$ cat src/lbp_pkg.sv
// lbp_pkg: shared constants, codes and types for the lsb-first bit packer
// no dependencies; used by lsb_first_bit_packer and its bench
`default_nettype none

package lbp_pkg;

   localparam int BUFFER_BYTES_DEF = 16;
   localparam int MODE_W           = 3;
   localparam int DATA_W           = 64;
   localparam int BYTE_W           = 8;
   localparam int LEFT_W           = 4;

   localparam logic [MODE_W-1:0] MODE_BIT    = 3'd0;
   localparam logic [MODE_W-1:0] MODE_BYTE   = 3'd1;
   localparam logic [MODE_W-1:0] MODE_WORD16 = 3'd2;
   localparam logic [MODE_W-1:0] MODE_WORD32 = 3'd3;
   localparam logic [MODE_W-1:0] MODE_WORD64 = 3'd4;
   localparam logic [MODE_W-1:0] MODE_FLUSH  = 3'd5;

   typedef enum logic [1:0] {
      ST_IDLE,
      ST_WORK,
      ST_DR_READ,
      ST_DR_OUT
   } state_type;

   function automatic logic [LEFT_W-1:0] mode_bytes(input logic [MODE_W-1:0] mode);
      logic [LEFT_W-1:0] n;
      case (mode)
         MODE_BYTE:   n = 4'd1;
         MODE_WORD16: n = 4'd2;
         MODE_WORD32: n = 4'd4;
         MODE_WORD64: n = 4'd8;
         default:     n = 4'd0;
      endcase
      return n;
   endfunction

endpackage

`default_nettype wire

$ cat src/lsb_first_bit_packer.sv
// lsb_first_bit_packer: packs bits, bytes and words lsb first into a byte store
// depends on lbp_pkg; the store is a synchronous memory inside this module
// a transfer is worked on from the cycle after it is taken
// bit and flush items go one per cycle, bytes of a byte or word one per cycle,
// until a drain: it reads each byte, sends it as rsp allows, then resumes the item
// reset clears position, partial byte and control; the memory needs no clearing
`default_nettype none

module lsb_first_bit_packer #(
   parameter int BUFFER_BYTES = lbp_pkg::BUFFER_BYTES_DEF
) (
   input  wire                          clock,
   input  wire                          reset,
   input  wire                          req_valid,
   output logic                         req_stall,
   input  wire  [lbp_pkg::MODE_W-1:0]   req_mode,
   input  wire  [lbp_pkg::DATA_W-1:0]   req_data_value,
   output logic                         rsp_valid,
   input  wire                          rsp_stall,
   output logic [lbp_pkg::BYTE_W-1:0]   rsp_out_byte,
   output logic                         rsp_last_of_drain
);

   localparam int IDX_W = $clog2(BUFFER_BYTES);
   localparam int POS_W = $clog2(8 * BUFFER_BYTES + 1);
   localparam int CNT_W = POS_W - 3;
   localparam logic [POS_W-1:0] POS_FULL  = POS_W'(8 * BUFFER_BYTES);
   localparam logic [POS_W-1:0] POS_LIMIT = POS_W'(8 * (BUFFER_BYTES - 1));

   // byte store
   logic [7:0] mem [BUFFER_BYTES];
   logic [7:0] mem_q_ff;
   logic       wr_en;
   logic [IDX_W-1:0] wr_idx;
   logic [7:0] wr_data;

   lbp_pkg::state_type state_ff, state_in;
   logic [POS_W-1:0]  pos_ff, pos_in;
   logic [7:0]        acc_ff, acc_in;
   logic [lbp_pkg::MODE_W-1:0] mode_ff, mode_in;
   logic [lbp_pkg::DATA_W-1:0] data_ff, data_in;
   logic [lbp_pkg::LEFT_W-1:0] left_ff, left_in;
   logic [IDX_W-1:0]  rd_idx_ff, rd_idx_in;
   logic              rsp_valid_ff, rsp_valid_in;
   logic [7:0]        rsp_byte_ff, rsp_byte_in;
   logic              rsp_last_ff, rsp_last_in;

   logic              req_take;
   logic              done_w;
   logic              need_drain;
   logic              slot_free;
   logic              load_w;
   logic              last_w;
   logic [2:0]        off;
   logic [CNT_W-1:0]  full_cnt;
   logic [CNT_W-1:0]  total_cnt;
   logic [15:0]       merged;
   logic [7:0]        bit_acc;

   assign off       = pos_ff[2:0];
   assign full_cnt  = pos_ff[POS_W-1:3];
   assign total_cnt = full_cnt + CNT_W'(off != 3'd0);
   assign merged    = {8'd0, acc_ff} | ({8'd0, data_ff[7:0]} << off);
   assign bit_acc   = acc_ff | (8'(data_ff[0]) << off);
   assign slot_free = !rsp_valid_ff || !rsp_stall;
   assign last_w    = (CNT_W'(rd_idx_ff) + CNT_W'(1)) == total_cnt;
   assign load_w    = (state_ff == lbp_pkg::ST_DR_OUT) && slot_free;

   // work-state decisions
   always_comb begin
      need_drain = 1'b0;
      done_w     = 1'b0;
      if (state_ff == lbp_pkg::ST_WORK) begin
         case (mode_ff)
            lbp_pkg::MODE_BIT: begin
               need_drain = (pos_ff == POS_FULL);
               done_w     = !need_drain;
            end
            lbp_pkg::MODE_BYTE, lbp_pkg::MODE_WORD16,
            lbp_pkg::MODE_WORD32, lbp_pkg::MODE_WORD64: begin
               need_drain = (pos_ff > POS_LIMIT);
               done_w     = !need_drain && (left_ff == lbp_pkg::LEFT_W'(1));
            end
            lbp_pkg::MODE_FLUSH: begin
               need_drain = (pos_ff != '0);
               done_w     = !need_drain;
            end
            default: begin
               done_w = 1'b1;
            end
         endcase
      end
   end

   assign req_stall = !((state_ff == lbp_pkg::ST_IDLE) || done_w);
   assign req_take  = req_valid && !req_stall;

   // next state
   always_comb begin
      state_in = state_ff;
      case (state_ff)
         lbp_pkg::ST_IDLE: begin
            if (req_take) state_in = lbp_pkg::ST_WORK;
         end
         lbp_pkg::ST_WORK: begin
            if (need_drain) begin
               state_in = lbp_pkg::ST_DR_READ;
            end else if (done_w && !req_take) begin
               state_in = lbp_pkg::ST_IDLE;
            end
         end
         lbp_pkg::ST_DR_READ: begin
            state_in = lbp_pkg::ST_DR_OUT;
         end
         lbp_pkg::ST_DR_OUT: begin
            if (load_w) state_in = last_w ? lbp_pkg::ST_WORK : lbp_pkg::ST_DR_READ;
         end
         default: begin
            state_in = lbp_pkg::ST_IDLE;
         end
      endcase
   end

   // datapath and outputs
   always_comb begin
      pos_in       = pos_ff;
      acc_in       = acc_ff;
      mode_in      = mode_ff;
      data_in      = data_ff;
      left_in      = left_ff;
      rd_idx_in    = rd_idx_ff;
      wr_en        = 1'b0;
      wr_idx       = pos_ff[IDX_W+2:3];
      wr_data      = merged[7:0];
      rsp_byte_in  = rsp_byte_ff;
      rsp_last_in  = rsp_last_ff;
      rsp_valid_in = rsp_valid_ff && rsp_stall;

      case (state_ff)
         lbp_pkg::ST_WORK: begin
            if (need_drain) begin
               rd_idx_in = '0;
            end else begin
               case (mode_ff)
                  lbp_pkg::MODE_BIT: begin
                     pos_in = pos_ff + POS_W'(1);
                     if (off == 3'd7) begin
                        wr_en   = 1'b1;
                        wr_data = bit_acc;
                        acc_in  = 8'd0;
                     end else begin
                        acc_in = bit_acc;
                     end
                  end
                  lbp_pkg::MODE_BYTE, lbp_pkg::MODE_WORD16,
                  lbp_pkg::MODE_WORD32, lbp_pkg::MODE_WORD64: begin
                     wr_en   = 1'b1;
                     acc_in  = merged[15:8];
                     pos_in  = pos_ff + POS_W'(8);
                     data_in = data_ff >> 8;
                     left_in = left_ff - lbp_pkg::LEFT_W'(1);
                  end
                  default: begin
                  end
               endcase
            end
         end
         lbp_pkg::ST_DR_OUT: begin
            if (load_w) begin
               rsp_valid_in = 1'b1;
               rsp_byte_in  = (CNT_W'(rd_idx_ff) < full_cnt) ? mem_q_ff : acc_ff;
               rsp_last_in  = last_w;
               if (last_w) begin
                  pos_in = '0;
                  acc_in = 8'd0;
               end else begin
                  rd_idx_in = rd_idx_ff + IDX_W'(1);
               end
            end
         end
         default: begin
         end
      endcase

      if (req_take) begin
         mode_in = req_mode;
         data_in = req_data_value;
         left_in = lbp_pkg::mode_bytes(req_mode);
      end
   end

   always_ff @(posedge clock) begin
      if (wr_en) mem[wr_idx] <= wr_data;
      mem_q_ff <= mem[rd_idx_ff];
   end

   always_ff @(posedge clock) begin
      if (reset) begin
         state_ff     <= lbp_pkg::ST_IDLE;
         pos_ff       <= '0;
         acc_ff       <= 8'd0;
         rsp_valid_ff <= 1'b0;
      end else begin
         state_ff     <= state_in;
         pos_ff       <= pos_in;
         acc_ff       <= acc_in;
         rsp_valid_ff <= rsp_valid_in;
      end
   end

   always_ff @(posedge clock) begin
      mode_ff     <= mode_in;
      data_ff     <= data_in;
      left_ff     <= left_in;
      rd_idx_ff   <= rd_idx_in;
      rsp_byte_ff <= rsp_byte_in;
      rsp_last_ff <= rsp_last_in;
   end

   assign rsp_valid         = rsp_valid_ff;
   assign rsp_out_byte      = rsp_byte_ff;
   assign rsp_last_of_drain = rsp_last_ff;

   // position never passes the end of the store
   a_pos_range: assert property (@(posedge clock) disable iff (reset)
      pos_ff <= POS_FULL)
      else $error("bit position past end of store");

   // no request transfer while a drain is running
   a_drain_stall: assert property (@(posedge clock) disable iff (reset)
      (state_ff == lbp_pkg::ST_DR_READ || state_ff == lbp_pkg::ST_DR_OUT) |-> req_stall)
      else $error("request taken during drain");

   // the final drained byte leaves an empty store
   a_drain_clear: assert property (@(posedge clock) disable iff (reset)
      (load_w && last_w) |=> (pos_ff == '0 && rsp_last_of_drain && rsp_valid))
      else $error("store not cleared after drain");

   // a drain only starts with something in the store
   a_drain_nonempty: assert property (@(posedge clock) disable iff (reset)
      need_drain |-> (pos_ff != '0))
      else $error("drain of empty store");

endmodule

`default_nettype wire

$ cat config.mk
export PLATFORM = sky130hd
export DESIGN_NAME = lsb_first_bit_packer
export DESIGN_NICKNAME = d
export VERILOG_FILES = /design/src/lbp_pkg.sv /design/src/lsb_first_bit_packer.sv
export SDC_FILE = /design/constraint.sdc
export NUM_CORES = 1
export LEC_CHECK = 0
export ABC_AREA = 0
export BUFFER_PORTS_ARGS = -buffer_cell sky130_fd_sc_hd__buf_4
export CAP_MARGIN = 5
export CORE_MARGIN = 2
export CORE_UTILIZATION = 40
export CTS_BUF_LIST = sky130_fd_sc_hd__clkbuf_2
export CTS_CLUSTER_DIAMETER = 40
export DETAILED_ROUTE_END_ITERATION = 8
export PLACE_DENSITY = 0.65
export SYNTH_ARGS = -nofsm -noshare
export SYNTH_HDL_FRONTEND = slang
export SYNTH_SLANG_ARGS = --single-unit
$ cat constraint.sdc
create_clock -name clock -period 8.6 [get_ports clock]
set_clock_uncertainty 0.15 [all_clocks]
set_input_delay 1.72 -clock clock [delete_from_list [all_inputs] [get_ports clock]]
set_output_delay 1.72 -clock clock [all_outputs]
set_load 0.02 [all_outputs]
# ---- After elaboration in Yosys (flattened, before gate mapping)
# Memories as Yosys holds them, arrays and structs flattened. A register that Yosys moved wholly into a read port is not among the register bits.
# Index checks and enable logic that the tools add are counted.
dict set report word_totals {
  mem_bits_rw 128
  ff_bits 103
  mem_count 1
  output_inout_bits 11
  wordCells 120
  input_bits 71
}
# memory words width read_ports rd_ports_with_merged_regs write_ports line_no
set memory_table {}
lappend memory_table {mem 16 8 1 1 1 lsb_first_bit_packer.sv:31} ;# logic [7:0] mem [BUFFER_BYTES];
dict set report op_classes {
  n_eq_ne 25
  n_reduce_logical 27
  n_shift 2
  n_lt_le_gt_ge 2
  n_mux 45
  addsub 6
  bitwise_logic 2
}
# operator n
set ops {}
lappend ops {{$mux 64} 4}
lappend ops {{$mux 8} 10}
lappend ops {{$pmux 8 s2} 4}
lappend ops {{$mux 4} 7}
lappend ops {{$or 8x16->16} 1}
lappend ops {{$pmux 4 s4} 1}
lappend ops {{$shl 8x3->16} 1}
lappend ops {{$ne 2x2->1 const B} 7}
lappend ops {{$eq 3x2->1 const B} 4}
lappend ops {{$eq 3x3->1 const B} 4}
lappend ops {{$mux 2} 5}
lappend ops {{$mux 1} 9}
lappend ops {{$add 8x1->8 const B} 1}
lappend ops {{$add 8x4->8 const B} 1}
lappend ops {{$eq 8x8->1 const B} 1}
lappend ops {{$gt 8x7->1 const B} 1}
lappend ops {{$or 8x8->8} 1}
lappend ops {{$pmux 2 s4} 1}
lappend ops {{$pmux 4 s2} 1}
lappend ops {{$reduce_bool 8->1} 1}
lappend ops {{$shl 1x3->8} 1}
lappend ops {{$logic_not 1->1} 7}
lappend ops {{$eq 3x1->1 const B} 2}
lappend ops {{$pmux 1 s3} 2}
lappend ops {{23 further kinds} 32}

# ---- Depth between registers and ports, before layout
# Gate-level depths: netlist (run 1).
dict set report logic_depth {
  ltp_word 12
  ltp_mapped 15
}

# ---- Worst setup path before layout (run 1)
# OpenSTA, ideal clock, no wires.
dict set report synth_timing {
  kind {register to register}
  from {reg pos_ff[1]}
  to {reg data_ff[0] in the netlist's numbering, enable pin}
  setup_slack_ps 768
  stages_incl_launch_ff 10
  arrival_ps 7086
  cell_sequence {dfxtp_1 clkbuf_1 clkbuf_1 inv_1 ha_1 nor4b_2 and4_1 o221ai_1 nand2_1 o31ai_1}
}
dict set report synth_between {
  elab_chain_cells 9
}
# item line_no
set synth_lines {}
lappend synth_lines {{start: declaration} lsb_first_bit_packer.sv:38} ;# logic [POS_W-1:0] pos_ff, pos_in;
lappend synth_lines {{start signal: assignment} lsb_first_bit_packer.sv:205} ;# pos_ff <= pos_in;
lappend synth_lines {{$gt 8x7->1} lsb_first_bit_packer.sv:81} ;# need_drain = (pos_ff > POS_LIMIT);
lappend synth_lines {{$logic_not 1->1} lsb_first_bit_packer.sv:82} ;# done_w = !need_drain && (left_ff == lbp_pkg::LEFT_W'(1));
lappend synth_lines {{$logic_and 1x1->1} lsb_first_bit_packer.sv:82}
lappend synth_lines {{$pmux 1 s3} lsb_first_bit_packer.sv:74} ;# case (mode_ff)
lappend synth_lines {{$mux 1} lsb_first_bit_packer.sv:73} ;# if (state_ff == lbp_pkg::ST_WORK) begin
lappend synth_lines {{$logic_or 1x1->1} lsb_first_bit_packer.sv:95} ;# assign req_stall = !((state_ff == lbp_pkg::ST_IDLE) || done_w);
lappend synth_lines {{$logic_and 1x1->1} lsb_first_bit_packer.sv:96} ;# assign req_take = req_valid && !req_stall;
lappend synth_lines {{$ne 2x2->1 (no line) or $reduce_bool 2->1 (tied branches)} n/a}
lappend synth_lines {{$reduce_and 3->1 (no line) *} n/a}
lappend synth_lines {{end signal: assignment} lsb_first_bit_packer.sv:213} ;# data_ff <= data_in;
lappend synth_lines {{end: declaration} lsb_first_bit_packer.sv:41} ;# logic [lbp_pkg::DATA_W-1:0] data_ff, data_in;
# Mark *: on every way between the ends. The rest lies on a longest branch, timed or not.
# A chain may end at the register's enable or synchronous reset.

# ---- Worst setup path after layout (run 1)
dict set report layout_timing {
  from {reg pos_ff[0]}
  to {out req_stall}
}
dict set report layout_between {
  elab_chain_cells 7
}
# item line_no
set layout_lines {}
lappend layout_lines {{$gt 8x7->1} lsb_first_bit_packer.sv:81}
lappend layout_lines {{$logic_not 1->1} lsb_first_bit_packer.sv:82}
lappend layout_lines {{$logic_and 1x1->1} lsb_first_bit_packer.sv:82}
lappend layout_lines {{$pmux 1 s3 *} lsb_first_bit_packer.sv:74}
lappend layout_lines {{$mux 1 *} lsb_first_bit_packer.sv:73}
lappend layout_lines {{$logic_or 1x1->1 *} lsb_first_bit_packer.sv:95}
lappend layout_lines {{$logic_not 1->1 *} lsb_first_bit_packer.sv:95}
lappend layout_lines {{end: declaration} lsb_first_bit_packer.sv:15} ;# output logic req_stall,
# Marks and branches as above.

==> summary.md, run 1 <==
| Metric | Value |
|---|---|
| Ranking of synthesized cells by instance count | edfxtp_1 (212), mux4_2 (41), nor2_1 (39) |
| CTS root buffer | clkbuf_2 |
| Worst flop-to-flop path endpoint | data_ff[62] |
| Num CTS Buffers | 56 |
| GPL Wtd Cong | 0.840 |
| Switching share of power | 25.6% |
| Post-Syn Area | 0.0107 mm² |
| Final Instance Count excl. Fillers | 1168 |
| Gr usage total | 16.1% |
| Pin count of the biggest net entering global routing | 69 |
| Maximum vdd drop | 0.0772 mV |
| Post-route design area | 0.0122 mm² |
| Setup TNS | 0 ns |
| Row cnt | 59 |
| FF-to-FF Start | pos_ff[0] |
| Core area | 0.0262 mm² |
| Initial DRC count | 659 |
| Combinational share of power | 11.3% |
| Post-Syn Nets | 761 |
| Flop-to-flop setup slack | 3.87 ns |
| Slowest stage delay, CP | 0.80 ns |
| Slowest-stage cell, CP | dfxtp_1 |
| Most frequent cell after synthesis | edfxtp_1 |
| Seq. cell area | 0.00691 mm² |
| Part of the cycle the worst path needs | 63.3% |
| HP Start | acc_ff[4] |
| WP data arrival | 3.58 ns |
| I/O pin total | 82 |
| Net count reported at finish | 877 |
| CP Max Fanout | 21 |
| # fillers | 2287 |
| Area Growth Syn to Fin | 13.8% |
| Post-DP HPWL | 15000 µm |
| Residual DRC | 0 |
| Register area share after synthesis | 64.4% |
| Number of max-slew violations in the final report | 0 |
| WP data required | 6.73 ns |
| Wire per inst | 19.1 µm |
| Worst-path cell chain | inv_1 -> ha_1 -> nor4b_2 -> a31o_1 -> a221oi_2 -> nor3_1 -> or2_2 -> buf_4 |
| H-tree levels | 2 |
| Post-CTS Setup Inserts | 0 |
| Yosys reg bits | 239 |
| Die Area | 0.0281 mm² |
| Initial antenna violation count | 1 |
| DRT antenna net count | 0 |
| Clock sinks | 239 |
| Worst setup EP type | output port |
| Outcome | finished clean |
| Placed Instances | 1067 |
| Final hold violations | 0 |
| Clock Power Share | 29.7% |
| Final core occ | 46.5% |
| Grt total ovfl | 0 |
| Cts repair resizes | 0 |
| CP Class | flop to output port |
| Number of port buffers | 81 |
| Clock latency on the worst-skew pair | 0.84 ns |
| Setup violators final | 0 |
| First-pass GRT wire length | 35200 µm |
| TritonCTS clock tree | built |
| Cell Pwr Density | 194 mW/mm² |
| Die W | 168 µm |
| Area occupied by multi-input gates | 0.00358 mm² |
| Hold-fix buffers, CTS | 0 |
| Area after DPL | 0.0117 mm² |
| CP Launch Type | flop |
| Cell taking the most area after synthesis | edfxtp_1 |
| Vias | 6257 |
| Synth async-reset ratio | 0% |
| Initial Utilization | 40.9% |
| Synth unique cells | 58 |
| Hold Path End | acc_ff[4] |
| Worst path bufs/invs | 2 |
| Worst-margin pin slew | 1.10 ns |
| Delay-heaviest family, CP | flip-flops |
| Worst rel slew slack | 26.3% |
| Largest cells by area after synthesis | edfxtp_1 (59%), mux4_2 (8.6%), dfxtp_1 (5.0%) |
| Post-Syn Area per Cell | 15.9 µm² |
| CTS Buffer Depth | 3 |
| Post-synth EDFFs | 212 |
| Reg power frac | 59.0% |
| Period minus WS final | 5.45 ns |
| Hold WS | 0.354 ns |
| Static Leak | 0.00437 µW |
| Mapped Cells | 675 |
| R2R depth | 9 |
| Pre-antenna DRT Iters | 5 |
| RSZ-0062 raised after global routing | false |
| Layout cells sized above 1 | 36.9% |
| Pint | 1760 µW |
| Routed vias/inst | 5.36 |
| Yosys warns | 0 |
| Fmax | 0.184 GHz |
| Total Wirelength | 22300 µm |
| DIE HEIGHT | 168 µm |
| Worst hold path cell count | 2 |
| Switching power | 605 µW |
| Most used flip-flop cell after synthesis | edfxtp_1 |
| Number of global-route vias before repair | 6302 |
| Max Cap Viol | 0 |
| Synth top area share | 59.4% |
| Hold crit path type | flop to flop |
| Clock Pin Slew Worst Setup and Hold Paths | 0.11 ns |
-- worst max path at each step --
stage	endpoint	start	depth (start not counted)	slack, ns
3_5_place_dp	data_ff[57]	pos_ff[0]	9	3.88
4_1_cts	req_stall	pos_ff[0]	8	3.11
5_1_grt	req_stall	pos_ff[0]	8	2.94
3_3_place_gp	data_ff[56]	pos_ff[0]	9	3.98
2_1_floorplan	data_ff[0]	pos_ff[1]	9	0.77
6_report	req_stall	pos_ff[0]	8	3.15
-- area by class of cell --
class                   instances  share of cell area, %
inverters                      20                  0.616
multi-input cells             379                   29.3
clock inverters                12                  0.513
diodes                          1                 0.0205
flip-flops and latches        239                   56.6
well taps                     335                   3.44
repair buffers                 95                   5.90
clock buffers                  87                   3.57
-- registers in the layout, summed over array words and instances, names as in the netlist --
| register | flops |
|---|---|
| pos_ff | 8 |
| rd_idx_ff | 4 |
| mode_ff | 3 |
| acc_ff | 8 |
| state_ff | 2 |
| left_ff | 4 |
| mem_q_ff | 8 |
| rsp_valid | 1 |
| data_ff | 64 |
| mem | 128 |
| rsp_last_of_drain | 1 |
| rsp_out_byte | 8 |
-- power groups by stage --
| stage | sequential [µW] | combinational [µW] | clock, µW |
|---|---|---|---|
| final | 1400 | 267 | 703 |
| after detailed placement | 1420 | 264 | 0 |
| after floorplan | 1420 | 183 | 0 |
| after CTS | 1400 | 266 | 734 |
| after global routing | 1400 | 291 | 786 |
| after global placement | 1420 | 261 | 0 |
-- metal layers --
metal  part of all wire (%)  global-route usage, %  routed length [µm]  vias to the layer above
met5                      0                      0                   0                        -
met4                    1.2                   4.99                 270                        0
met3                    5.5                   3.17                1240                       22
met2                     50                   27.1               11200                      194
met1                     43                   21.2                9650                     3105
li1                       -                      -                   -                     2936
-- worst reg2reg max path: stages (launching register included) --
cell and delay (ns):
dfxtp_1 0.80, inv_1 0.28, ha_1 0.31, nor2b_1 0.18, o211ai_1 0.28, o31ai_1 0.16, o311ai_4 0.96, buf_4 0.73
inv_1 0.36, and2_1 0.25
-- placed cells by master, fill, tap and decap left out, types with 13 or more instances in the layout --
master    count
mux2_4       31
ha_1         15
clkbuf_2     87
buf_4        94
mux4_2       41
edfxtp_1    212
nor2_1       39
nor3_1       13
o21ai_0      18
inv_1        19
a21oi_1      24
mux2_2       37
dfxtp_1      27
nand2_1      30
-- metrics by stage --
step,power [µW],worst slack [ns]
2_1_floorplan,1600,0.768
3_3_place_gp,1680,3.98
3_5_place_dp,1690,3.88
4_1_cts,2400,3.11
5_1_grt,2480,2.94
6_report,2370,3.15
-- logic make-up after synthesis --
family / share of synthesized area [%]
flip-flops: 64.4
AND/OR/NAND/NOR: 6.40
multiplexers: 17.4
AO/OA/AOI/OAI: 6.25
buffers and inverters: 2.52
XOR/XNOR: 1.23
adder cells (fa/ha/maj): 1.75
Note: power is estimated with default switching activity, not from simulation.
==> run 2: changes to the inputs <==
PLACE_DENSITY = 0.67   (was 0.65)
clock period = 5 ns   (was 8.6 ns; I/O delays follow)
==> summary.md, run 2 (synthesized netlist as in run 1, its figures left out) <==
| Metric | Value |
|---|---|
| Outcome | finished clean |
| R2R depth | 8 (-1) |
| Hold-fix buffers, CTS | 0 (unchanged) |
| DIE HEIGHT | 168 µm (unchanged) |
| Initial Utilization | 40.9% (unchanged) |
| Worst setup EP type | output port |
| Slowest stage delay, CP | 0.79 ns (about the same) |
| Commonest non-fill, non-tap cell in the layout | edfxtp_1 |
| H-tree levels | 2 (unchanged) |
| WP data arrival | 3.36 ns (-0.22 ns) |
| Clock Pin Slew Worst Setup and Hold Paths | 0.09 ns (-0.02 ns) |
| Worst hold path cell count | 1 (-1) |
| Placed Instances | 1074 (+0.66%) |
| Final Instance Count excl. Fillers | 1184 (+1.4%) |
| Slowest-stage cell, CP | dfxtp_1 |
| Delay-heaviest family, CP | flip-flops |
| DRT antenna net count | 0 (unchanged) |
| Row cnt | 59 (unchanged) |
| I/O pin total | 82 (unchanged) |
| # fillers | 2295 (+0.35%) |
| Area Growth Syn to Fin | 14.8% |
| Clock latency on the worst-skew pair | 0.84 ns (about the same) |
| Worst flop-to-flop path endpoint | mem[11][1] |
| Net count reported at finish | 885 (+0.91%) |
| CP Max Fanout | 19 (-9.5%) |
| HP Start | req_mode[2] |
| Maximum vdd drop | 0.137 mV (+78%) |
| CP Class | flop to output port |
| Grt total ovfl | 0 (unchanged) |
| Post-CTS Setup Inserts | 0 (unchanged) |
| Post-DP HPWL | 15400 µm (+2.9%) |
| Setup TNS | 0 ns (unchanged) |
| Biggest regs | mem (128), data_ff (64) |
| Layout cells sized above 1 | 37.6% (+0.72 points) |
| Die W | 168 µm (unchanged) |
| Vias | 6318 (+0.97%) |
| Worst path bufs/invs | 2 (unchanged) |
| Cell Pwr Density | 335 mW/mm² (+72%) |
| Static Leak | 0.00443 µW (+1.5%) |
| Cts repair resizes | 0 (unchanged) |
| Worst-margin pin slew | 0.943 ns (-0.159 ns) |
| Residual DRC | 0 (unchanged) |
| TritonCTS clock tree | built |
| Setup violators final | 0 (unchanged) |
| Total Wirelength | 22600 µm (+1.2%) |
| First-pass GRT wire length | 35900 µm (+1.8%) |
| CP Launch Type | flop |
| Number of port buffers | 81 (unchanged) |
| WP data required | 3.85 ns (-2.88 ns) |
| Reg with most FFs | mem |
| Initial antenna violation count | 1 (unchanged) |
| FF-to-FF Start | pos_ff[1] |
| GPL Wtd Cong | 0.874 (+4.1%) |
| Number of max-slew violations in the final report | 0 (unchanged) |
| Core area | 0.0262 mm² (unchanged) |
| RSZ-0062 raised after global routing | false |
| Part of the cycle the worst path needs | 90.2% |
| CTS root buffer | clkbuf_2 |
| Commonest cells after routing, fill and taps aside | edfxtp_1 (212), buf_4 (100), clkbuf_2 (90) |
| Wire per inst | 19.1 µm (-0.19%) |
| Hold Path End | mode_ff[2] |
| Worst rel slew slack | 37.1% (+11 points) |
| Number of global-route vias before repair | 6535 (+3.7%) |
| Number of flip-flops in the largest register | 128 (unchanged) |
| Routed vias/inst | 5.34 (-0.39%) |
| Die Area | 0.0281 mm² (unchanged) |
| Fmax | 0.222 GHz |
| Gr usage total | 16.5% (+0.37 points) |
| Clock sinks | 239 (unchanged) |
| Hold crit path type | primary input to flop |
| Period minus WS final | 4.51 ns |
| Initial DRC count | 630 (-4.4%) |
| Num CTS Buffers | 57 (+1.8%) |
| Max Cap Viol | 0 (unchanged) |
| Pin count of the biggest net entering global routing | 69 (unchanged) |
| Flop-to-flop setup slack | 1.14 ns (-2.73 ns) |
| Worst-path cell chain | inv_1 -> ha_1 -> nor4b_2 -> a31o_1 -> a221oi_2 -> nor3_1 -> or2_2 -> buf_4 |
| CTS Buffer Depth | 3 (unchanged) |
| Pre-antenna DRT Iters | 5 (unchanged) |
| Final hold violations | 0 (unchanged) |
## run 2: cell types whose count changed in the layout (fill, tap and decap cells not counted), moves of 3 or more
cell	change
buf_4	+6
clkinv_1	+4
clkbuf_2	+3
clkinv_2	+3
## run 2: routing by layer
| layer | wire, µm | share of wire [%] | global-route usage [%] |
|---|---|---|---|
| met5 | 0 | 0 | 0 |
| met4 | 329 | 1.5 | 5.29 |
| met3 | 1160 | 5.1 | 3.26 |
| met2 | 11100 | 49 | 27.1 |
| met1 | 9990 | 44 | 22.2 |
## run 2: layout make-up
cell class / instances / area (µm²) / area share, %
antenna: 1 / 2.50 / 0.0203
multi-input combinational: 379 / 3580 / 29.1
tap: 335 / 419 / 3.41
timing repair buffer: 102 / 791 / 6.43
clock buffer: 90 / 450 / 3.66
clock inverter: 18 / 83.8 / 0.681
inverter: 20 / 75.1 / 0.610
sequential: 239 / 6910 / 56.1
## run 2: how the worst max path moves through the flow
stage,start,endpoint,slack (ns),cells past startpoint
2_1_floorplan,pos_ff[1],data_ff[0],0.56,9
3_3_place_gp,pos_ff[1],mem[12][7],1.27,8
3_5_place_dp,pos_ff[1],mem[15][6],1.13,8
4_1_cts,pos_ff[1],req_stall,0.47,8
5_1_grt,pos_ff[1],req_stall,0.27,8
6_report,pos_ff[1],req_stall,0.49,8
## run 2: stage by stage
step / utilization (%) / hold WS [ns] / total power (µW) / setup slack, ns / area [µm²]
3_3_place_gp: 44.9 / 0.345 / 2920 / 1.27 / 11800
2_1_floorplan: - / 0.295 / 2740 / 0.558 / 10700
5_1_grt: 47.0 / 0.170 / 4330 / 0.268 / 12300
3_5_place_dp: 44.9 / 0.349 / 2930 / 1.13 / 11800
6_report: 47.0 / 0.278 / 4120 / 0.492 / 12300
4_1_cts: 46.9 / 0.183 / 4170 / 0.465 / 12300
## run 2: where the power goes
group / switching, µW / total [µW] / internal, µW
logic: 261 / 483 / 222
clock network: 750 / 1230 / 485
registers: 46.8 / 2400 / 2350
total: 1060 / 4120 / 3060
